--- src/rtl/stok_pkg.sv ---
// stok_pkg: shared types, character codes, token classes and decode functions
// for the source tokenizer. No dependencies; used by every stok_* module.
package stok_pkg;

    // default sizes
    localparam int WORD_BUF_DEF = 16;
    localparam int LINE_MAX_DEF = 1024;
    localparam int QDEPTH       = 4;
    localparam int ERR_MAX      = 16'hFFFF;

    localparam logic [47:0] MANT_MAX = 48'hFFFF_FFFF_FFFF;
    localparam logic [5:0]  FRAC_MAX = 6'd63;

    // word kind flag bits
    localparam int FL_ID      = 0;
    localparam int FL_NUM     = 1;
    localparam int FL_DOT     = 2;
    localparam int FL_LASTDIG = 3;

    // character codes
    localparam logic [7:0] CH_TAB    = 8'h09;
    localparam logic [7:0] CH_LF     = 8'h0A;
    localparam logic [7:0] CH_SPACE  = 8'h20;
    localparam logic [7:0] CH_HASH   = 8'h23;
    localparam logic [7:0] CH_LPAREN = 8'h28;
    localparam logic [7:0] CH_RPAREN = 8'h29;
    localparam logic [7:0] CH_STAR   = 8'h2A;
    localparam logic [7:0] CH_PLUS   = 8'h2B;
    localparam logic [7:0] CH_COMMA  = 8'h2C;
    localparam logic [7:0] CH_MINUS  = 8'h2D;
    localparam logic [7:0] CH_DOT    = 8'h2E;
    localparam logic [7:0] CH_SLASH  = 8'h2F;
    localparam logic [7:0] CH_0      = 8'h30;
    localparam logic [7:0] CH_9      = 8'h39;
    localparam logic [7:0] CH_COLON  = 8'h3A;
    localparam logic [7:0] CH_SEMI   = 8'h3B;
    localparam logic [7:0] CH_LT     = 8'h3C;
    localparam logic [7:0] CH_EQ     = 8'h3D;
    localparam logic [7:0] CH_GT     = 8'h3E;
    localparam logic [7:0] CH_UP_A   = 8'h41;
    localparam logic [7:0] CH_UP_Z   = 8'h5A;
    localparam logic [7:0] CH_UNDER  = 8'h5F;
    localparam logic [7:0] CH_LO_A   = 8'h61;
    localparam logic [7:0] CH_LO_Z   = 8'h7A;

    // token classes
    localparam logic [4:0] CLS_ERROR   = 5'd0;
    localparam logic [4:0] CLS_IDENT   = 5'd1;
    localparam logic [4:0] CLS_NUMBER  = 5'd2;
    localparam logic [4:0] CLS_PLUS    = 5'd3;
    localparam logic [4:0] CLS_MINUS   = 5'd4;
    localparam logic [4:0] CLS_TIMES   = 5'd5;
    localparam logic [4:0] CLS_SLASH   = 5'd6;
    localparam logic [4:0] CLS_ODD     = 5'd7;
    localparam logic [4:0] CLS_EQ      = 5'd8;
    localparam logic [4:0] CLS_HASH    = 5'd9;
    localparam logic [4:0] CLS_LT      = 5'd10;
    localparam logic [4:0] CLS_LE      = 5'd11;
    localparam logic [4:0] CLS_GT      = 5'd12;
    localparam logic [4:0] CLS_GE      = 5'd13;
    localparam logic [4:0] CLS_LPAREN  = 5'd14;
    localparam logic [4:0] CLS_RPAREN  = 5'd15;
    localparam logic [4:0] CLS_COMMA   = 5'd16;
    localparam logic [4:0] CLS_SEMI    = 5'd17;
    localparam logic [4:0] CLS_PERIOD  = 5'd18;
    localparam logic [4:0] CLS_BECOMES = 5'd19;
    localparam logic [4:0] CLS_BEGIN   = 5'd20;
    localparam logic [4:0] CLS_END     = 5'd21;
    localparam logic [4:0] CLS_IF      = 5'd22;
    localparam logic [4:0] CLS_THEN    = 5'd23;
    localparam logic [4:0] CLS_WHILE   = 5'd24;
    localparam logic [4:0] CLS_WRITE   = 5'd25;
    localparam logic [4:0] CLS_READ    = 5'd26;
    localparam logic [4:0] CLS_DO      = 5'd27;
    localparam logic [4:0] CLS_CALL    = 5'd28;
    localparam logic [4:0] CLS_CONST   = 5'd29;
    localparam logic [4:0] CLS_VAR     = 5'd30;
    localparam logic [4:0] CLS_PROC    = 5'd31;

    typedef struct packed {
        logic [7:0] char_code;
        logic       line_end;
    } char_word_t;

    typedef struct packed {
        logic [4:0]  token_class;
        logic [47:0] number_mantissa;
        logic [5:0]  fraction_digits;
        logic [9:0]  start_column;
        logic [10:0] token_length;
        logic [15:0] error_total;
        logic        last_of_burst;
    } token_word_t;

    // class lookup result
    typedef struct packed {
        logic       hit;
        logic [4:0] cls;
    } cls_hit_t;

    // work handed from front to back: up to two characters and a line flush
    typedef struct packed {
        logic        p1_v;
        logic [7:0]  p1_c;
        logic [15:0] p1_col;
        logic        p1_nxdig;
        logic        p1_pair_v;
        logic [4:0]  p1_pair_cls;
        logic        p2_v;
        logic [7:0]  p2_c;
        logic [15:0] p2_col;
        logic        eol;
    } entry_t;

    function automatic logic is_digit(input logic [7:0] c);
        is_digit = (c >= CH_0) && (c <= CH_9);
    endfunction

    function automatic logic is_letter(input logic [7:0] c);
        is_letter = ((c >= CH_LO_A) && (c <= CH_LO_Z)) || ((c >= CH_UP_A) && (c <= CH_UP_Z));
    endfunction

    // single operator characters; lone colon and equals are errors
    function automatic cls_hit_t op_class(input logic [7:0] c);
        cls_hit_t r;
        r.hit = 1'b1;
        unique case (c)
            CH_EQ, CH_COLON: r.cls = CLS_ERROR;
            CH_COMMA:        r.cls = CLS_COMMA;
            CH_GT:           r.cls = CLS_GT;
            CH_LT:           r.cls = CLS_LT;
            CH_SEMI:         r.cls = CLS_SEMI;
            CH_PLUS:         r.cls = CLS_PLUS;
            CH_MINUS:        r.cls = CLS_MINUS;
            CH_STAR:         r.cls = CLS_TIMES;
            CH_SLASH:        r.cls = CLS_SLASH;
            CH_LPAREN:       r.cls = CLS_LPAREN;
            CH_RPAREN:       r.cls = CLS_RPAREN;
            CH_HASH:         r.cls = CLS_HASH;
            default:
            begin
                r.hit = 1'b0;
                r.cls = CLS_ERROR;
            end
        endcase
        return r;
    endfunction

    // two-character operators
    function automatic cls_hit_t pair_class(input logic [7:0] a, input logic [7:0] b);
        cls_hit_t r;
        r.hit = (b == CH_EQ);
        unique case (a)
            CH_COLON: r.cls = CLS_BECOMES;
            CH_EQ:    r.cls = CLS_EQ;
            CH_GT:    r.cls = CLS_GE;
            CH_LT:    r.cls = CLS_LE;
            default:
            begin
                r.hit = 1'b0;
                r.cls = CLS_ERROR;
            end
        endcase
        return r;
    endfunction

    // keyword match; w holds the first nine characters, first one in the top byte
    function automatic cls_hit_t kw_lookup(input logic [71:0] w, input logic [3:0] n);
        cls_hit_t r;
        r.hit = 1'b1;
        if (n == 4'd3 && w[71:48] == "odd")            r.cls = CLS_ODD;
        else if (n == 4'd1 && w[71:64] == ".")         r.cls = CLS_PERIOD;
        else if (n == 4'd5 && w[71:32] == "begin")     r.cls = CLS_BEGIN;
        else if (n == 4'd3 && w[71:48] == "end")       r.cls = CLS_END;
        else if (n == 4'd2 && w[71:56] == "if")        r.cls = CLS_IF;
        else if (n == 4'd4 && w[71:40] == "then")      r.cls = CLS_THEN;
        else if (n == 4'd5 && w[71:32] == "while")     r.cls = CLS_WHILE;
        else if (n == 4'd5 && w[71:32] == "write")     r.cls = CLS_WRITE;
        else if (n == 4'd4 && w[71:40] == "read")      r.cls = CLS_READ;
        else if (n == 4'd2 && w[71:56] == "do")        r.cls = CLS_DO;
        else if (n == 4'd4 && w[71:40] == "call")      r.cls = CLS_CALL;
        else if (n == 4'd5 && w[71:32] == "const")     r.cls = CLS_CONST;
        else if (n == 4'd3 && w[71:48] == "var")       r.cls = CLS_VAR;
        else if (n == 4'd9 && w == "procedure")        r.cls = CLS_PROC;
        else
        begin
            r.hit = 1'b0;
            r.cls = CLS_ERROR;
        end
        return r;
    endfunction

endpackage

--- src/rtl/stok_front.sv ---
// stok_front: takes character words, holds one back for lookahead, tracks the
// column and forms work entries for the back end. Depends on stok_pkg.
module stok_front #(
    parameter int LINE_MAX = stok_pkg::LINE_MAX_DEF
) (
    input  logic                 clk,
    input  logic                 rst_n,
    input  logic                 char_valid,
    output logic                 char_stall,
    input  stok_pkg::char_word_t char_word,
    output logic                 push,
    output stok_pkg::entry_t     entry,
    input  logic                 full
);

    localparam int CW = $clog2(LINE_MAX);

    logic [7:0]    held_reg, held_next;
    logic          held_v_reg, held_v_next;
    logic [CW-1:0] col_reg, col_next;

    logic                 acc;
    logic                 consumed;
    logic [CW-1:0]        col_a;
    stok_pkg::cls_hit_t   pr;

    function automatic logic [CW-1:0] nc(input logic [CW-1:0] x);
        nc = (x != CW'(LINE_MAX - 1)) ? x + 1'b1 : x;
    endfunction

    assign char_stall = full;
    assign acc        = char_valid && !char_stall;

    // pair detection and column after the held character
    always_comb
    begin
        pr       = stok_pkg::pair_class(held_reg, char_word.char_code);
        consumed = held_v_reg && pr.hit;
        if (!held_v_reg)
            col_a = col_reg;
        else if (consumed)
            col_a = nc(nc(col_reg));
        else
            col_a = nc(col_reg);
    end

    // entry for the back end
    always_comb
    begin
        entry.p1_v        = held_v_reg;
        entry.p1_c        = held_reg;
        entry.p1_col      = 16'(col_reg);
        entry.p1_nxdig    = stok_pkg::is_digit(char_word.char_code);
        entry.p1_pair_v   = consumed;
        entry.p1_pair_cls = pr.cls;
        entry.p2_v        = !consumed && char_word.line_end;
        entry.p2_c        = char_word.char_code;
        entry.p2_col      = 16'(col_a);
        entry.eol         = char_word.line_end;
        push              = acc && (held_v_reg || char_word.line_end);
    end

    // held character and column update
    always_comb
    begin
        held_next   = held_reg;
        held_v_next = held_v_reg;
        col_next    = col_reg;
        if (acc)
        begin
            if (char_word.line_end)
            begin
                held_v_next = 1'b0;
                col_next    = '0;
            end
            else
            begin
                col_next    = col_a;
                held_v_next = !consumed;
                if (!consumed)
                    held_next = char_word.char_code;
            end
        end
    end

    always_ff @(posedge clk or negedge rst_n)
    begin
        if (!rst_n)
        begin
            held_reg   <= '0;
            held_v_reg <= 1'b0;
            col_reg    <= '0;
        end
        else
        begin
            held_reg   <= held_next;
            held_v_reg <= held_v_next;
            col_reg    <= col_next;
        end
    end

endmodule

--- src/rtl/stok_queue.sv ---
// stok_queue: short register queue of work entries between front and back.
// Depends on stok_pkg for the entry type.
module stok_queue #(
    parameter int DEPTH = stok_pkg::QDEPTH
) (
    input  logic             clk,
    input  logic             rst_n,
    input  logic             push,
    input  stok_pkg::entry_t wr_data,
    input  logic             pop,
    output stok_pkg::entry_t rd_data,
    output logic             full,
    output logic             empty
);

    localparam int PW = (DEPTH > 1) ? $clog2(DEPTH) : 1;
    localparam int NW = $clog2(DEPTH + 1);

    stok_pkg::entry_t mem_reg [DEPTH];
    logic [PW-1:0]    wp_reg, wp_next, rp_reg, rp_next;
    logic [NW-1:0]    cnt_reg, cnt_next;

    function automatic logic [PW-1:0] inc(input logic [PW-1:0] p);
        inc = (p == PW'(DEPTH - 1)) ? '0 : p + 1'b1;
    endfunction

    assign full    = (cnt_reg == NW'(DEPTH));
    assign empty   = (cnt_reg == '0);
    assign rd_data = mem_reg[rp_reg];

    // pointer and fill count
    always_comb
    begin
        wp_next  = push ? inc(wp_reg) : wp_reg;
        rp_next  = pop ? inc(rp_reg) : rp_reg;
        cnt_next = cnt_reg;
        if (push && !pop)
            cnt_next = cnt_reg + 1'b1;
        else if (pop && !push)
            cnt_next = cnt_reg - 1'b1;
    end

    always_ff @(posedge clk or negedge rst_n)
    begin
        if (!rst_n)
        begin
            wp_reg  <= '0;
            rp_reg  <= '0;
            cnt_reg <= '0;
        end
        else
        begin
            wp_reg  <= wp_next;
            rp_reg  <= rp_next;
            cnt_reg <= cnt_next;
        end
    end

    // entry storage
    always_ff @(posedge clk)
    begin
        if (push)
            mem_reg[wp_reg] <= wr_data;
    end

endmodule

--- src/rtl/stok_back.sv ---
// stok_back: runs queued work entries step by step: word building, number
// accumulation, keyword classing and token output. Depends on stok_pkg.
module stok_back #(
    parameter int WORD_BUF = stok_pkg::WORD_BUF_DEF,
    parameter int LINE_MAX = stok_pkg::LINE_MAX_DEF
) (
    input  logic                  clk,
    input  logic                  rst_n,
    input  stok_pkg::entry_t      entry,
    input  logic                  empty,
    output logic                  pop,
    output logic                  token_valid,
    input  logic                  token_stall,
    output stok_pkg::token_word_t token_word
);

    localparam int CW = $clog2(LINE_MAX);
    localparam int NW = $clog2(LINE_MAX + 1);
    localparam int BW = $clog2(WORD_BUF);

    typedef enum logic [2:0] {
        ST_NEW,
        ST_P1_PRE,
        ST_P1_MAIN,
        ST_P2_PRE,
        ST_P2_MAIN,
        ST_FLUSH
    } step_t;

    step_t         stp_reg, stp_next;
    logic [NW-1:0] wc_reg, wc_next;
    logic [CW-1:0] ws_reg, ws_next;
    logic [3:0]    fl_reg, fl_next;
    logic [47:0]   dv_reg, dv_next;
    logic [5:0]    dd_reg, dd_next;
    logic [15:0]   err_reg, err_next;
    logic [7:0]    ch_reg [WORD_BUF];
    stok_pkg::token_word_t tok_reg, tok_next, out_reg, out_next;
    logic          tok_v_reg, tok_v_next, tok_fin_reg, tok_fin_next;
    logic          ov_reg, ov_next;

    step_t         cur, after, nstep;
    logic          is_p1;
    logic [7:0]    pc;
    logic [15:0]   pcol;
    logic          pnx, ppv;
    logic [4:0]    ppc;
    logic          blank, dot, dg, lt, join_dot, need_flush;
    stok_pkg::cls_hit_t oc, kw;
    logic          do_flush, do_main, do_op, do_app;
    logic          adv, done;
    logic [71:0]   w72;
    logic [3:0]    len4;
    logic [31:0]   ws_ext, wc_ext;
    stok_pkg::token_word_t wt, ot, t;
    logic          t_v;
    logic [47:0]   acc_base;
    logic [51:0]   prod;
    logic [47:0]   acc_val;
    logic          ch_we;

    assign adv         = !ov_reg || !token_stall;
    assign token_valid = ov_reg;
    assign token_word  = out_reg;

    // current step and the character it works on
    always_comb
    begin
        if (stp_reg == ST_NEW)
            cur = entry.p1_v ? ST_P1_PRE : (entry.p2_v ? ST_P2_PRE : ST_FLUSH);
        else
            cur = stp_reg;
        is_p1 = (cur == ST_P1_PRE) || (cur == ST_P1_MAIN);
        pc    = is_p1 ? entry.p1_c : entry.p2_c;
        pcol  = is_p1 ? entry.p1_col : entry.p2_col;
        pnx   = is_p1 && entry.p1_nxdig;
        ppv   = is_p1 && entry.p1_pair_v;
        ppc   = entry.p1_pair_cls;
        if (is_p1)
            after = entry.p2_v ? ST_P2_PRE : (entry.eol ? ST_FLUSH : ST_NEW);
        else
            after = entry.eol ? ST_FLUSH : ST_NEW;
    end

    // character classing
    always_comb
    begin
        blank = (pc == stok_pkg::CH_SPACE) || (pc == stok_pkg::CH_TAB)
             || (pc == stok_pkg::CH_LF);
        dot   = (pc == stok_pkg::CH_DOT);
        dg    = stok_pkg::is_digit(pc);
        lt    = stok_pkg::is_letter(pc);
        oc    = stok_pkg::op_class(pc);
        join_dot   = (wc_reg != '0) && fl_reg[stok_pkg::FL_LASTDIG] && pnx;
        need_flush = (wc_reg != '0) && (blank || oc.hit || (dot && !join_dot));
    end

    // finished word token
    always_comb
    begin
        for (int i = 0; i < 9; i++)
            w72[71 - 8 * i -: 8] = ch_reg[i];
        len4   = (wc_reg < NW'(10)) ? wc_reg[3:0] : 4'd0;
        kw     = stok_pkg::kw_lookup(w72, len4);
        ws_ext = 32'(ws_reg);
        wc_ext = 32'(wc_reg);
        wt     = '0;
        wt.start_column = ws_ext[9:0];
        wt.token_length = wc_ext[10:0];
        if (kw.hit)
            wt.token_class = kw.cls;
        else if (fl_reg[stok_pkg::FL_ID])
            wt.token_class = stok_pkg::CLS_IDENT;
        else if (fl_reg[stok_pkg::FL_NUM])
        begin
            wt.token_class     = stok_pkg::CLS_NUMBER;
            wt.number_mantissa = dv_reg;
            wt.fraction_digits = dd_reg;
        end
        else
            wt.token_class = stok_pkg::CLS_ERROR;
    end

    // operator token
    always_comb
    begin
        ot              = '0;
        ot.token_class  = ppv ? ppc : oc.cls;
        ot.start_column = pcol[9:0];
        ot.token_length = ppv ? 11'd2 : 11'd1;
    end

    // decimal accumulate, saturating
    always_comb
    begin
        acc_base = (wc_reg == '0) ? '0 : dv_reg;
        prod     = (52'(acc_base) << 3) + (52'(acc_base) << 1) + 52'(pc[3:0]);
        acc_val  = (prod > 52'(stok_pkg::MANT_MAX)) ? stok_pkg::MANT_MAX : prod[47:0];
    end

    // step decode
    always_comb
    begin
        do_flush = 1'b0;
        do_main  = 1'b0;
        nstep    = ST_NEW;
        unique case (cur)
            ST_P1_PRE, ST_P2_PRE:
            begin
                if (need_flush)
                begin
                    do_flush = 1'b1;
                    nstep    = (cur == ST_P1_PRE) ? ST_P1_MAIN : ST_P2_MAIN;
                end
                else
                begin
                    do_main = 1'b1;
                    nstep   = after;
                end
            end
            ST_P1_MAIN, ST_P2_MAIN:
            begin
                do_main = 1'b1;
                nstep   = after;
            end
            ST_FLUSH:
            begin
                do_flush = (wc_reg != '0);
                nstep    = ST_NEW;
            end
            default:
                nstep = ST_NEW;
        endcase
        do_op = do_main && oc.hit;
        do_app = do_main && !oc.hit && !blank;
        done  = (nstep == ST_NEW);
        t_v   = do_flush || do_op;
        t     = do_flush ? wt : ot;
    end

    // word state, error count and output staging
    always_comb
    begin
        stp_next     = stp_reg;
        wc_next      = wc_reg;
        ws_next      = ws_reg;
        fl_next      = fl_reg;
        dv_next      = dv_reg;
        dd_next      = dd_reg;
        err_next     = err_reg;
        tok_next     = tok_reg;
        tok_v_next   = tok_v_reg;
        tok_fin_next = tok_fin_reg;
        out_next     = out_reg;
        ov_next      = ov_reg && token_stall;
        pop          = 1'b0;
        ch_we        = 1'b0;
        if (adv)
        begin
            if (tok_v_reg && tok_fin_reg)
            begin
                // last token of the entry goes out on its own
                out_next               = tok_reg;
                out_next.last_of_burst = 1'b1;
                ov_next                = 1'b1;
                tok_v_next             = 1'b0;
                tok_fin_next           = 1'b0;
            end
            else if (!empty)
            begin
                stp_next = nstep;
                pop      = done;
                if (do_flush)
                begin
                    wc_next = '0;
                    fl_next = '0;
                    dv_next = '0;
                    dd_next = '0;
                end
                if (do_app)
                begin
                    ch_we = (wc_reg < NW'(WORD_BUF));
                    if (wc_reg < NW'(LINE_MAX))
                        wc_next = wc_reg + 1'b1;
                    if (wc_reg == '0)
                    begin
                        ws_next = pcol[CW-1:0];
                        fl_next = '0;
                        fl_next[stok_pkg::FL_ID]  = lt;
                        fl_next[stok_pkg::FL_NUM] = dg;
                        dv_next = dg ? acc_val : '0;
                        dd_next = '0;
                    end
                    else
                    begin
                        if (!(lt || dg || pc == stok_pkg::CH_UNDER))
                            fl_next[stok_pkg::FL_ID] = 1'b0;
                        if (fl_reg[stok_pkg::FL_NUM])
                        begin
                            if (fl_reg[stok_pkg::FL_DOT])
                            begin
                                if (dg)
                                begin
                                    dv_next = acc_val;
                                    if (dd_reg != stok_pkg::FRAC_MAX)
                                        dd_next = dd_reg + 1'b1;
                                end
                                else
                                    fl_next[stok_pkg::FL_NUM] = 1'b0;
                            end
                            else if (dot)
                                fl_next[stok_pkg::FL_DOT] = 1'b1;
                            else if (dg)
                                dv_next = acc_val;
                            else
                                fl_next[stok_pkg::FL_NUM] = 1'b0;
                        end
                    end
                    fl_next[stok_pkg::FL_LASTDIG] = dg;
                end
                if (t_v)
                begin
                    if (t.token_class == stok_pkg::CLS_ERROR && err_reg != 16'(stok_pkg::ERR_MAX))
                        err_next = err_reg + 1'b1;
                    if (tok_v_reg)
                    begin
                        out_next               = tok_reg;
                        out_next.last_of_burst = 1'b0;
                        ov_next                = 1'b1;
                    end
                    tok_next             = t;
                    tok_next.error_total = err_next;
                    tok_v_next           = 1'b1;
                    tok_fin_next         = done;
                end
                else if (done && tok_v_reg)
                begin
                    out_next               = tok_reg;
                    out_next.last_of_burst = 1'b1;
                    ov_next                = 1'b1;
                    tok_v_next             = 1'b0;
                    tok_fin_next           = 1'b0;
                end
            end
        end
    end

    always_ff @(posedge clk or negedge rst_n)
    begin
        if (!rst_n)
        begin
            stp_reg     <= ST_NEW;
            wc_reg      <= '0;
            ws_reg      <= '0;
            fl_reg      <= '0;
            dv_reg      <= '0;
            dd_reg      <= '0;
            err_reg     <= '0;
            tok_v_reg   <= 1'b0;
            tok_fin_reg <= 1'b0;
            ov_reg      <= 1'b0;
        end
        else
        begin
            stp_reg     <= stp_next;
            wc_reg      <= wc_next;
            ws_reg      <= ws_next;
            fl_reg      <= fl_next;
            dv_reg      <= dv_next;
            dd_reg      <= dd_next;
            err_reg     <= err_next;
            tok_v_reg   <= tok_v_next;
            tok_fin_reg <= tok_fin_next;
            ov_reg      <= ov_next;
        end
    end

    // token payload and word characters
    always_ff @(posedge clk)
    begin
        tok_reg <= tok_next;
        out_reg <= out_next;
        if (ch_we)
            ch_reg[wc_reg[BW-1:0]] <= pc;
    end

`ifndef SYNTHESIS
    a_fin_has_tok: assert property (@(posedge clk) disable iff (!rst_n)
        tok_fin_reg |-> tok_v_reg)
        else $error("final mark without a staged token");
    a_err_mono: assert property (@(posedge clk) disable iff (!rst_n)
        err_reg >= $past(err_reg))
        else $error("error count went down");
    a_pop_nonempty: assert property (@(posedge clk) disable iff (!rst_n)
        pop |-> !empty)
        else $error("pop from empty queue");
    a_empty_word_flags: assert property (@(posedge clk) disable iff (!rst_n)
        (wc_reg == '0) |-> (fl_reg == '0))
        else $error("flags left over in empty word");
`endif

endmodule

--- src/rtl/source_tokenizer_core.sv ---
// source_tokenizer_core: top level of the source tokenizer.
// Depends on stok_pkg, stok_front, stok_queue and stok_back.
//
// Usage: characters of a source line arrive one per word on the char channel
// (char_valid / char_stall / char_word), with line_end set on the line's last
// character. Tokens leave on the token channel (token_valid / token_stall /
// token_word), one per word, last_of_burst marking the final token caused by
// one character. A character is held back until the next one arrives (one
// character of lookahead), so a token appears once the character after it
// is accepted, or at the line end; it then passes through the queue, the step
// unit and the output register.
// Throughput: one character per cycle while the step unit keeps up. The step
// unit runs one step per cycle while the output is not stalled and stages at most
// one token per step: a word ended by an operator takes two steps, a line end
// adds a flush step, and the last token of a character goes out on its own.
// A four-entry queue parts the character intake from the step unit.
// When token_stall is high the output register and staging token hold, the
// queue fills and char_stall rises. Reset clears the held character, column,
// word state, error count and all valid flags; no clearing pass is needed.
module source_tokenizer_core #(
    parameter int WORD_BUF = stok_pkg::WORD_BUF_DEF,
    parameter int LINE_MAX = stok_pkg::LINE_MAX_DEF
) (
    input  logic                  clk,
    input  logic                  rst_n,
    input  logic                  char_valid,
    output logic                  char_stall,
    input  stok_pkg::char_word_t  char_word,
    output logic                  token_valid,
    input  logic                  token_stall,
    output stok_pkg::token_word_t token_word
);

    stok_pkg::entry_t wr_entry, rd_entry;
    logic             push, pop, full, empty;

    // intake and lookahead
    stok_front #(
        .LINE_MAX (LINE_MAX)
    ) u_front (
        .clk        (clk),
        .rst_n      (rst_n),
        .char_valid (char_valid),
        .char_stall (char_stall),
        .char_word  (char_word),
        .push       (push),
        .entry      (wr_entry),
        .full       (full)
    );

    // work queue
    stok_queue #(
        .DEPTH (stok_pkg::QDEPTH)
    ) u_queue (
        .clk     (clk),
        .rst_n   (rst_n),
        .push    (push),
        .wr_data (wr_entry),
        .pop     (pop),
        .rd_data (rd_entry),
        .full    (full),
        .empty   (empty)
    );

    // step unit and token output
    stok_back #(
        .WORD_BUF (WORD_BUF),
        .LINE_MAX (LINE_MAX)
    ) u_back (
        .clk         (clk),
        .rst_n       (rst_n),
        .entry       (rd_entry),
        .empty       (empty),
        .pop         (pop),
        .token_valid (token_valid),
        .token_stall (token_stall),
        .token_word  (token_word)
    );

endmodule

--- config.mk ---
export PLATFORM = sky130hd
export DESIGN_NAME = source_tokenizer_core
export DESIGN_NICKNAME = d
export VERILOG_FILES = /design/src/rtl/stok_pkg.sv /design/src/rtl/stok_front.sv /design/src/rtl/stok_queue.sv /design/src/rtl/stok_back.sv /design/src/rtl/source_tokenizer_core.sv
export SDC_FILE = /design/constraint.sdc
export NUM_CORES = 1
export LEC_CHECK = 0
export BUFFER_PORTS_ARGS = -buffer_cell sky130_fd_sc_hd__buf_2
export CORE_MARGIN = 10
export CORE_UTILIZATION = 60
export CTS_CLUSTER_SIZE = 16
export DETAILED_ROUTE_END_ITERATION = 12
export PLACE_DENSITY = 0.84
export SLEW_MARGIN = 20
export SYNTH_ARGS = -nofsm -noshare
export SYNTH_HDL_FRONTEND = slang
export SYNTH_HIERARCHICAL = 1
export SYNTH_SLANG_ARGS = --single-unit
--- constraint.sdc ---
create_clock -name clk -period 9.7 [get_ports clk]
set_input_delay 0.485 -clock clk [delete_from_list [all_inputs] [get_ports clk]]
set_output_delay 0.485 -clock clk [all_outputs]
set_load 0.005 [all_outputs]
# [Word-level counts from Yosys, hierarchy flattened]
# Memories as Yosys holds them, arrays and structs flattened.
# Cells that the tools add are included.
[op_classes] addsub=11 magnitude_cmp=12 n_eq_ne=57 n_mux=127 bitwise_logic=6 reduce_logical=78
[op_table] cell="2-to-1 mux 97 bit" count=6
[op_table] cell="2-to-1 mux 48 bit" count=10
[op_table] cell="== test 8 x 6 -> 1 bit, second input constant" count=21
[op_table] cell="2-to-1 mux 54 bit" count=3
[op_table] cell="== test 40 x 39 -> 1 bit, second input constant" count=4
[op_table] cell="== test 32 x 31 -> 1 bit, second input constant" count=3
[op_table] cell="2-to-1 mux 5 bit" count=17
[op_table] cell="== test 24 x 23 -> 1 bit, second input constant" count=3
[op_table] cell="== test 72 x 71 -> 1 bit, second input constant" count=1
[op_table] cell="2-to-1 mux 10 bit" count=6
[op_table] cell="one-hot mux 5 bit (11 select lines)" count=1
[op_table] cell="adder 51 x 49 -> 52 bit" count=1
[op_table] cell="adder 52 x 4 -> 52 bit" count=1
[op_table] cell="greater-than comparator 52 x 48 -> 1 bit, second input constant" count=1
[op_table] cell="2-to-1 mux 1 bit" count=49
[op_table] cell="2-to-1 mux 6 bit" count=7
[op_table] cell="logical AND 1 bit" count=37
[op_table] cell="2-to-1 mux 11 bit" count=3
[op_table] cell="2-to-1 mux 3 bit" count=11
[op_table] cell="== test 16 x 15 -> 1 bit, second input constant" count=2
[op_table] cell="adder 10 x 1 -> 10 bit, second input constant" count=2
[op_table] cell="!= test 10 bit, second input constant" count=2
[op_table] cell="one-hot mux 5 bit (4 select lines)" count=1
[op_table] cell="adder 16 x 1 -> 16 bit, second input constant" count=1
[op_table] cell="other kinds (47)" count=98
[totals] register_bits=320 mem_bits_rw=312 output_inout_bits=99 word_cells=323 n_memories=2
[mem_list] memory="u_queue.mem_reg" depth=4 width=46 rd=1 rd_clocked_by_memory_dff=0 wr=1 line_no="stok_queue.sv:19" text="stok_pkg::entry_t mem_reg [DEPTH];"
[mem_list] memory="u_back.ch_reg" depth=16 width=8 rd=9 rd_clocked_by_memory_dff=0 wr=1 line_no="stok_back.sv:37" text="logic [7:0] ch_reg [WORD_BUF];"

# [Longest topological paths before layout]
# Gate-level depths: netlist of run 1.
[logic_depth] depth_word=23 depth_mapped=24

# [Cells and area by module]
# Netlist of run 1, hierarchy kept.
[modules_own_cells] module="stok_back" n_inst=1 cells_per_inst=1723 area_per_inst_um2=19343.6 seq_area_each_um2=10485.1
[modules_own_cells] module="stok_queue" n_inst=1 cells_per_inst=341 area_per_inst_um2=8856.0 seq_area_each_um2=7141.8
[modules_own_cells] module="stok_front" n_inst=1 cells_per_inst=244 area_per_inst_um2=2059.5 seq_area_each_um2=475.5

# [Worst setup path before layout of run 1]
# No wires, ideal clock.
[synth_path] kind="reg-to-reg" start="reg u_queue.rp_reg[0]" end="reg u_back.out_reg (netlist bit u_back/token_word[0]), enable pin" arrival_time_ps=8004 setup_slack_ps=1111 path_stages_with_launch=15 path_buffers=3 path_cell_list="dfrtp_1 buf_6 buf_12 mux4_2 clkbuf_1 o32a_1 o211ai_1 inv_1 or2_2 o22a_2 nand2_1 o21ai_0 a21oi_1 o21bai_1 a21oi_1"
[synth_rtl] item="start, declared" line_no="stok_queue.sv:20" text="logic [PW-1:0] wp_reg, wp_next, rp_reg, rp_next;"
[synth_rtl] item="start signal, assigned" line_no="stok_queue.sv:54" text="rp_reg <= rp_next;"
[synth_rtl] item="end signal, assigned" line_no="stok_back.sv:322" text="out_reg <= out_next;"
[synth_rtl] item="end, declared" line_no="stok_back.sv:38" text="stok_pkg::token_word_t tok_reg, tok_next, out_reg, out_next;"

==> flow_summary.yaml, run 1 <==
floorplan:
  io_pins: 112
  rows: 79
  core_area_um2: 46750
  die_height_um: 237.8
  fp.dieArea_um2: 56530
  dieWidth_um: 237.8
  start_util_pct: 60.86
power_and_ir_drop:
  peakVddDrop_v: 0.0002468
  power_density_nw_per_um2: 290.7
  cellLeakagePower_nw: 12.17
worst_hold_path:
  hp-class: "input pin to register"
clock_tree:
  post_cts_resized: 0
  cts_tree: "yes"
  clock-root-buffer: "clkbuf_16"
  cts_buffers: 56
  cts.htree.levels: 2
  clkSinkCount: 576
  post-cts-setup-buffers: 0
  clkSlewWorstSetupHoldPaths_ns: 0.07
  clock_latency_ns: 0.63
  clock_path_buffers: 3
drt:
  drcViolationCount: 0
  dr.pass1.iters: 6
  drt_wl_total_um: 63030
  postRouteAntennaNets: 0
  viasPerCell: 6.293
  post_drt_wl_per_cell_um: 21.25
  num_vias: 18670
  drt_iter0_markers: 1912
timing:
  finalCriticalPeriod_ns: 6.631
  grt_setup_unrepaired: "false"
  max_slew_margin_pct: 29.36
  fin_worst_skew_ns: 0.02424
  tns_ns: 0
  worstMarginPinSlew_ns: 1.058
  hold_viol: 0
  final-setup-viol-count: 0
  maxSlewViolCount: 0
  period_share_pct: 68.36
  fmax_mhz: 150.8
cells_and_area:
  layout_common_cells: "edfxtp_1, nand2_1, a21oi_1"
  fillers: 3286
  final_common_cell: "edfxtp_1"
  area_growth_pct: 9.560
  largest_reg_flops: 184
  drive_gt1_share_pct: 14.21
  fin_nets: 2438
  utilization_pct: 66.68
critical_path:
  crit_type: "register to register"
  crit_arrival_ns: 7.13
  cp_data_required_time_ns: 10.19
  worstSetupStartpointType: "register"
  max_stage_delay_ns: 0.84
  cp_cell_sequence: "mux4_2 > o21bai_1 > o311a_1 > inv_1 > fa_1 > inv_1 > ha_1 > a211oi_1 > o21bai_1 > o2111ai_1 > a21oi_1 > a31oi_1 > nor4_1 > o31ai_1 > o211a_1 > buf_4 > nor2_1 > a221o_1"
  crit_fanout: 32
  cp_slowest_cell: "dfrtp_4"
  end_kind: "register"
global_route:
  overflow: 0
  grt_pass1_vias: 18510
  track_usage_pct: 22.21
  grt_max_degree: 83
  grt_pass1_wl_um: 101600
  antenna_found_initial: 0
synthesis:
  syn-num-nets: 2360
  syn_avg_cell_area_um2: 12.73
  postSynthCellCount: 2235
  synth_area_um2: 28450
  ys_warn_count: 6
placement:
  portBuffers: 111
  hpwlAfterDp_um: 42660
  finalWeightedCongestion: 0.9403
run_status:
  status: "finished, final reports clean"
flow_run:
  maxCapViolCount: 0
-- metal layers --
| metal | vias up | track usage, % | part of all wire (%) |
|---|---|---|---|
| li1 | 8626 | - | - |
| met3 | 132 | 4.026 | 6.7 |
| met4 | 0 | 7.730 | 2.8 |
| met2 | 673 | 35.69 | 47 |
| met5 | - | 0 | 0 |
| met1 | 9235 | 30.10 | 43 |
-- power breakdown --
part           total [W]  internal, W  switching (W)  leakage (nW)
logic            0.00290     0.000968        0.00193          5.42
clock network    0.00218      0.00126       0.000914         0.886
registers        0.00399      0.00361       0.000373          5.86
total            0.00906      0.00585        0.00322          12.2
-- worst paths after layout --
check	slack [ns]	from	cells past startpoint	end
min in group asynchronous	0.44	rst_n	2	u_front/col_reg[6]
min	0.12	char_word[8]	1	u_queue/mem_reg[1][24]
max	3.07	u_queue/rp_reg[0]	18	u_back/dv_reg[34]
max reg2reg	3.07	u_queue/rp_reg[0]	18	u_back/dv_reg[34]
max in group asynchronous	7.88	rst_n	3	u_back/dv_reg[28]
min reg2reg	0.42	u_back/tok_reg[74]	0	u_back/token_word[74]
-- what timing repair did --
| action | CTS | global route |
|---|---|---|
| setup endpoints to repair | 0 | 0 |
| hold buffers | 1 | 0 |
| hold endpoints to repair | 59 | 0 |
-- cell type report --
type                       count  area [um2]  area share, %
inverter                      41       153.9         0.4937
antenna                        1       2.502       0.008027
clock buffer                  77        1530          4.909
sequential                   576       16670          53.46
clock inverter                26       310.3         0.9954
timing repair buffer         134       749.5          2.404
multi-input combinational   1504       11000          35.29
tap                          607       759.5          2.436
-- stage by stage --
stage          worst slack, ns  instances  total power (W)  hold slack (ns)  cell area, um2
2_1_floorplan            1.144       2235         0.006040           0.1894           28450
3_3_place_gp             3.051       2861         0.006757           0.4015           29320
3_5_place_dp             2.814       2861         0.006889           0.4045           29320
4_1_cts                  2.813       2965         0.009085          0.09541           31170
5_1_grt                  2.430       2965         0.009531           0.1130           31170
6_report                 3.069       2966         0.009063           0.1205           31170
-- worst max-delay path: cells and delay by family (launching register included) --
| kind | cells | cell delay (ns) |
|---|---|---|
| flops | 1 | 0.84 |
| mux | 1 | 0.71 |
| simple gates | 2 | 0.30 |
| buf+inv | 3 | 0.65 |
| compound gates | 10 | 3.09 |
| fa+ha+maj | 2 | 0.90 |
Note: power is estimated with default switching activity, not from simulation.
==> run 2: changes to the inputs <==
==> constraint.sdc (replaced) <==
create_clock -name clk -period 7 [get_ports clk]
set_input_delay 0.35 -clock clk [delete_from_list [all_inputs] [get_ports clk]]
set_output_delay 0.35 -clock clk [all_outputs]
set_load 0.005 [all_outputs]
==> flow_summary.yaml, run 2 (same netlist as run 1, synthesis figures left out) <==
critical_path:
  crit_arrival_ns: 6.81
  r2r_start: "u_queue/rp_reg[0]"
  end_kind: "register"
  worstSetupStartpointType: "register"
  crit_type: "register to register"
  worstSetupStartpoint: "u_queue/rp_reg[0]"
  crit_fanout: 30
  cp_data_required_time_ns: 7.48
  r2r_setup_slack_ns: 0.68
  r2r_cells: 18
  reg2reg_to: "u_back/dv_reg[42]"
power_and_ir_drop:
  seqPwrFrac_pct: 43.2
  peakVddDrop_v: 0.0002885
  net-switching-power_w: 0.004492
  power_density_nw_per_um2: 404.3
  power_w: 0.01267
  internal-power_w: 0.008182
  cellLeakagePower_nw: 12.26
  sw_frac_of_total_pct: 35.44
  p_comb_share_pct: 32.7
  power.share.clock_pct: 24.1
timing:
  fmax_mhz: 158.1
  max_slew_margin_pct: 31.72
  tns_ns: 0
  hold_viol: 0
  maxSlewViolCount: 0
  finalCriticalPeriod_ns: 6.325
  worstMarginPinSlew_ns: 1.022
  final-setup-viol-count: 0
  period_share_pct: 90.35
  fin_worst_skew_ns: 0.02258
  grt_setup_unrepaired: "false"
drt:
  viasPerCell: 6.276
  post_drt_wl_per_cell_um: 21.14
  num_vias: 18720
  postRouteAntennaNets: 0
  drt_iter0_markers: 1835
  dr.pass1.iters: 5
  drt_wl_total_um: 63040
  drcViolationCount: 0
clock_tree:
  clock-root-buffer: "clkbuf_16"
  cts_buffers: 55
  clkSinkCount: 576
  cts.htree.levels: 2
  clkSlewWorstSetupHoldPaths_ns: 0.06
  clock_path_buffers: 3
  clock_latency_ns: 0.61
  post-cts-setup-buffers: 0
  cts_tree: "yes"
cells_and_area:
  layout_common_cells: "edfxtp_1, nand2_1, a21oi_1"
  largest_reg_flops: 184
  fin_nets: 2453
  area_growth_pct: 10.16
  drive_gt1_share_pct: 14.57
  fin_area_um2: 31350
  diodes: 0
  final_common_cell: "edfxtp_1"
worst_hold_path:
  hp-class: "input pin to register"
  min_from: "char_word[3]"
  whs_path_depth: 1
  hold_end: "u_queue/mem_reg[1][19]"
floorplan:
  core_area_um2: 46750
  io_pins: 112
  fp.dieArea_um2: 56530
  start_util_pct: 60.86
  die_height_um: 237.8
  dieWidth_um: 237.8
  rows: 79
global_route:
  track_usage_pct: 22.12
  grt_max_degree: 66
  grt_pass1_wl_um: 101200
  antenna_found_initial: 0
  overflow: 0
  grt_pass1_vias: 18650
placement:
  hpwlAfterDp_um: 43590
  portBuffers: 111
  post_dp_cell_area_um2: 29370
  finalWeightedCongestion: 0.9555
flow_run:
  maxCapViolCount: 0
run_status:
  status: "finished, final reports clean"
[run 2: cell types whose count changed in the layout (fill, tap and decap cells not counted), moves of 2 or more]
cell	change
buf_4	+10
clkbuf_16	+2
dlygate4sd3_1	+7
clkinvlp_4	+2
clkinv_4	+2
inv_6	-3
[run 2: worst max-delay path by stage]
stage                                      end  slack (ns)  depth (start not counted)
after floorplan           u_back/token_word[0]        0.62                         14
after global placement       u_back/dv_reg[45]        0.91                         18
after detailed placement     u_back/dv_reg[33]        0.66                         18
after CTS                    u_back/dv_reg[42]        0.63                         18
after global routing         u_back/dv_reg[33]        0.12                         18
final                        u_back/dv_reg[42]        0.68                         18
[run 2: timing repair]
item	CTS	global route
hold buffers	8	0
endpoints found under the hold margin	92	0
gates resized for setup	0	0
[run 2: cell type report]
class                      count  area [um2]
sequential                   576       16660
fill                        3277       15410
multi-input combinational   1504       11000
clock buffer                  79        1580
timing repair buffer         150       874.6
tap                          607       759.5
clock inverter                25       311.5
inverter                      41       153.9
[run 2: layer usage]
layer / track usage, % / vias up / part of all wire [%]
li1: - / 8670 / -
met1: 29.37 / 9203 / 42
met2: 37.03 / 713 / 48
met3: 3.367 / 129 / 6.7
met4: 6.953 / 0 / 2.7
met5: 0 / - / 0
[run 2: through the flow]
stage          worst slack, ns  std cells  hold WS [ns]  utilization (%)
2_1_floorplan           0.6173       2235       0.05441                -
3_3_place_gp            0.9079       2870        0.4008            62.83
3_5_place_dp            0.6577       2870        0.4045            62.83
4_1_cts                 0.6318       2982      0.002525            67.04
5_1_grt                 0.1241       2982       0.02841            67.04
6_report                0.6752       2982       0.04562            67.04
[run 2: power by group through the flow]
stage,Combinational (W),Clock (W),Sequential (W)
2_1_floorplan,0.00303,0,0.00533
3_3_place_gp,0.00395,0,0.00549
3_5_place_dp,0.00408,0,0.00555
4_1_cts,0.00412,0.00312,0.00548
5_1_grt,0.00451,0.00325,0.00556
6_report,0.00414,0.00306,0.00548
[run 2: worst max-delay path, stage by stage, from the launching register on]
cell and delay (ns):
dfrtp_2 0.64, mux4_2 0.68, o21bai_1 0.32, o311a_1 0.60, inv_1 0.19, fa_1 0.58, inv_1 0.07, ha_1 0.32
a211oi_1 0.22, o21bai_1 0.15, o2111ai_1 0.32, a21oi_1 0.20, a31oi_1 0.46, nor4_1 0.12, o31ai_1 0.31, o211a_1 0.20
buf_4 0.33, nor2_1 0.17, a221o_1 0.30
==> run 3: changes to the inputs <==
--- a/config.mk
+++ b/config.mk
@@ -7,10 +7,10 @@
 export LEC_CHECK = 0
 export BUFFER_PORTS_ARGS = -buffer_cell sky130_fd_sc_hd__buf_2
 export CORE_MARGIN = 10
-export CORE_UTILIZATION = 60
+export CORE_UTILIZATION = 63
 export CTS_CLUSTER_SIZE = 16
 export DETAILED_ROUTE_END_ITERATION = 12
-export PLACE_DENSITY = 0.84
+export PLACE_DENSITY = 0.87
 export SLEW_MARGIN = 20
 export SYNTH_ARGS = -nofsm -noshare
 export SYNTH_HDL_FRONTEND = slang
==> flow_summary.yaml, run 3 (same netlist as run 1, synthesis figures left out) <==
cells_and_area:
  diodes: 0
  drive_gt1_share_pct: 14.86
  final_common_cell: "edfxtp_1"
  layout_common_cells: "edfxtp_1, nand2_1, a21oi_1"
  utilization_pct: 70.63
  largest_reg_flops: 184
  fin_nets: 2455
  area_growth_pct: 10.25
timing:
  max_slew_margin_pct: 28.59
  hold_slack_ns: 0.02620
  hold_viol: 0
  finalCriticalPeriod_ns: 6.333
  fmax_mhz: 157.9
  final-setup-viol-count: 0
  grt_setup_unrepaired: "false"
  fin_worst_skew_ns: 0.01556
  worstMarginPinSlew_ns: 1.068
  fin_ws_ns: 0.6674
  maxSlewViolCount: 0
  tns_ns: 0
  period_share_pct: 90.47
floorplan:
  rows: 77
  start_util_pct: 64.06
  dieWidth_um: 232.5
  core_area_um2: 44410
  die_height_um: 232.5
  io_pins: 112
  fp.dieArea_um2: 54070
clock_tree:
  cts_buffers: 55
  clkSlewWorstSetupHoldPaths_ns: 0.06
  cts.htree.levels: 2
  cts_tree: "yes"
  clock_latency_ns: 0.61
  clkSinkCount: 576
  clock_path_buffers: 3
  post_cts_resized: 0
  clock-root-buffer: "clkbuf_16"
critical_path:
  end_kind: "register"
  cp_data_required_time_ns: 7.48
  critPathBufInv: 2
  crit_type: "register to register"
  cp_slowest_cell: "nand3_1"
  crit_arrival_ns: 6.81
  crit_fanout: 30
  crit_family: "simple AND/OR/NAND/NOR gates"
  worstSetupStartpointType: "register"
  max_stage_delay_ns: 0.78
  cp_cell_sequence: "nor4_1 > and2_1 > nand3_1 > nand2_1 > fa_1 > inv_1 > ha_1 > a211oi_1 > o21bai_1 > o2111ai_1 > a21oi_1 > a31oi_1 > nor4_1 > o31ai_1 > o211a_1 > buf_4 > nor2_1 > a221o_1"
  crit_top_cell: "nor4_1"
power_and_ir_drop:
  power_density_nw_per_um2: 406.9
  peakVddDrop_v: 0.0003790
  cellLeakagePower_nw: 12.30
placement:
  finalWeightedCongestion: 0.9503
  portBuffers: 111
  hpwlAfterDp_um: 44160
  post-place-ws_ns: 0.7766
global_route:
  overflow: 0
  grt_pass1_wl_um: 103100
  antenna_found_initial: 0
  grt_max_degree: 68
  grt_pass1_vias: 18830
  track_usage_pct: 23.69
flow_run:
  maxCapViolCount: 0
drt:
  viasPerCell: 6.406
  drcViolationCount: 0
  num_vias: 19010
  drt_iter0_markers: 2133
  drt_wl_total_um: 64550
  dr.pass1.iters: 8
  postRouteAntennaNets: 0
  post_drt_wl_per_cell_um: 21.75
worst_hold_path:
  hp-class: "input pin to register"
run_status:
  status: "finished, final reports clean"
## run 3: power breakdown
part           internal, W  switching, W
clock network      0.00186       0.00126
registers          0.00500      0.000486
logic              0.00138       0.00278
## run 3: path summary, 6_finish.rpt
path	from	end	slack, ns	depth (start not counted)
min in group asynchronous	rst_n	u_front/col_reg[0]	0.30	2
worst min register to register	u_back/tok_reg[85]	u_back/token_word[85]	0.41	0
max in group asynchronous	rst_n	u_queue/rp_reg[0]	5.28	3
worst max register to register	u_back/wc_reg[7]	u_back/dv_reg[42]	0.67	18
worst max-delay path	u_back/wc_reg[7]	u_back/dv_reg[42]	0.67	18
worst min-delay path	char_word[5]	u_queue/mem_reg[2][21]	0.03	1
## run 3: worst register-to-register path: cells and delay by family, from the launching register on
kind            cells  cell delay, ns
flops               1            0.42
compound gates      8            2.28
simple gates        6            2.34
buf+inv             2            0.45
fa+ha+maj           2            0.72
## run 3: cell type report
cell class / instances / area [um2]
clock buffers: 73 / 1516
clock inverters: 30 / 407.9
fillers: 2904 / 13040
inverters: 41 / 153.9
multi-input cells: 1504 / 11000
flip-flops and latches: 576 / 16660
well taps: 592 / 740.7
repair buffers: 152 / 887.1
## run 3: metal layers
metal / share of wire [%] / vias to the layer above / GRT usage, % / wire, um
met2: 50 / 773 / 40.07 / 32070
li1: - / 8663 / - / -
met5: 0 / - / 0 / 0
met4: 2.4 / 0 / 7.608 / 1567
met3: 6.9 / 110 / 3.115 / 4478
met1: 41 / 9468 / 31.37 / 26430
## run 3: repair_timing
action	4_1_cts	5_1_grt
buffers inserted	0	0
hold buffers	7	0
setup endpoints to repair	0	0
endpoints found under the hold margin	83	0
## run 3: stage by stage
| step | instances | power [W] | instance area (um2) |
|---|---|---|---|
| 2_1_floorplan | 2235 | 0.008359 | 28460 |
| 3_3_place_gp | 2858 | 0.009440 | 29380 |
| 3_5_place_dp | 2858 | 0.009633 | 29380 |
| 4_1_cts | 2968 | 0.01278 | 31370 |
| 5_1_grt | 2968 | 0.01340 | 31370 |
| 6_report | 2968 | 0.01277 | 31370 |
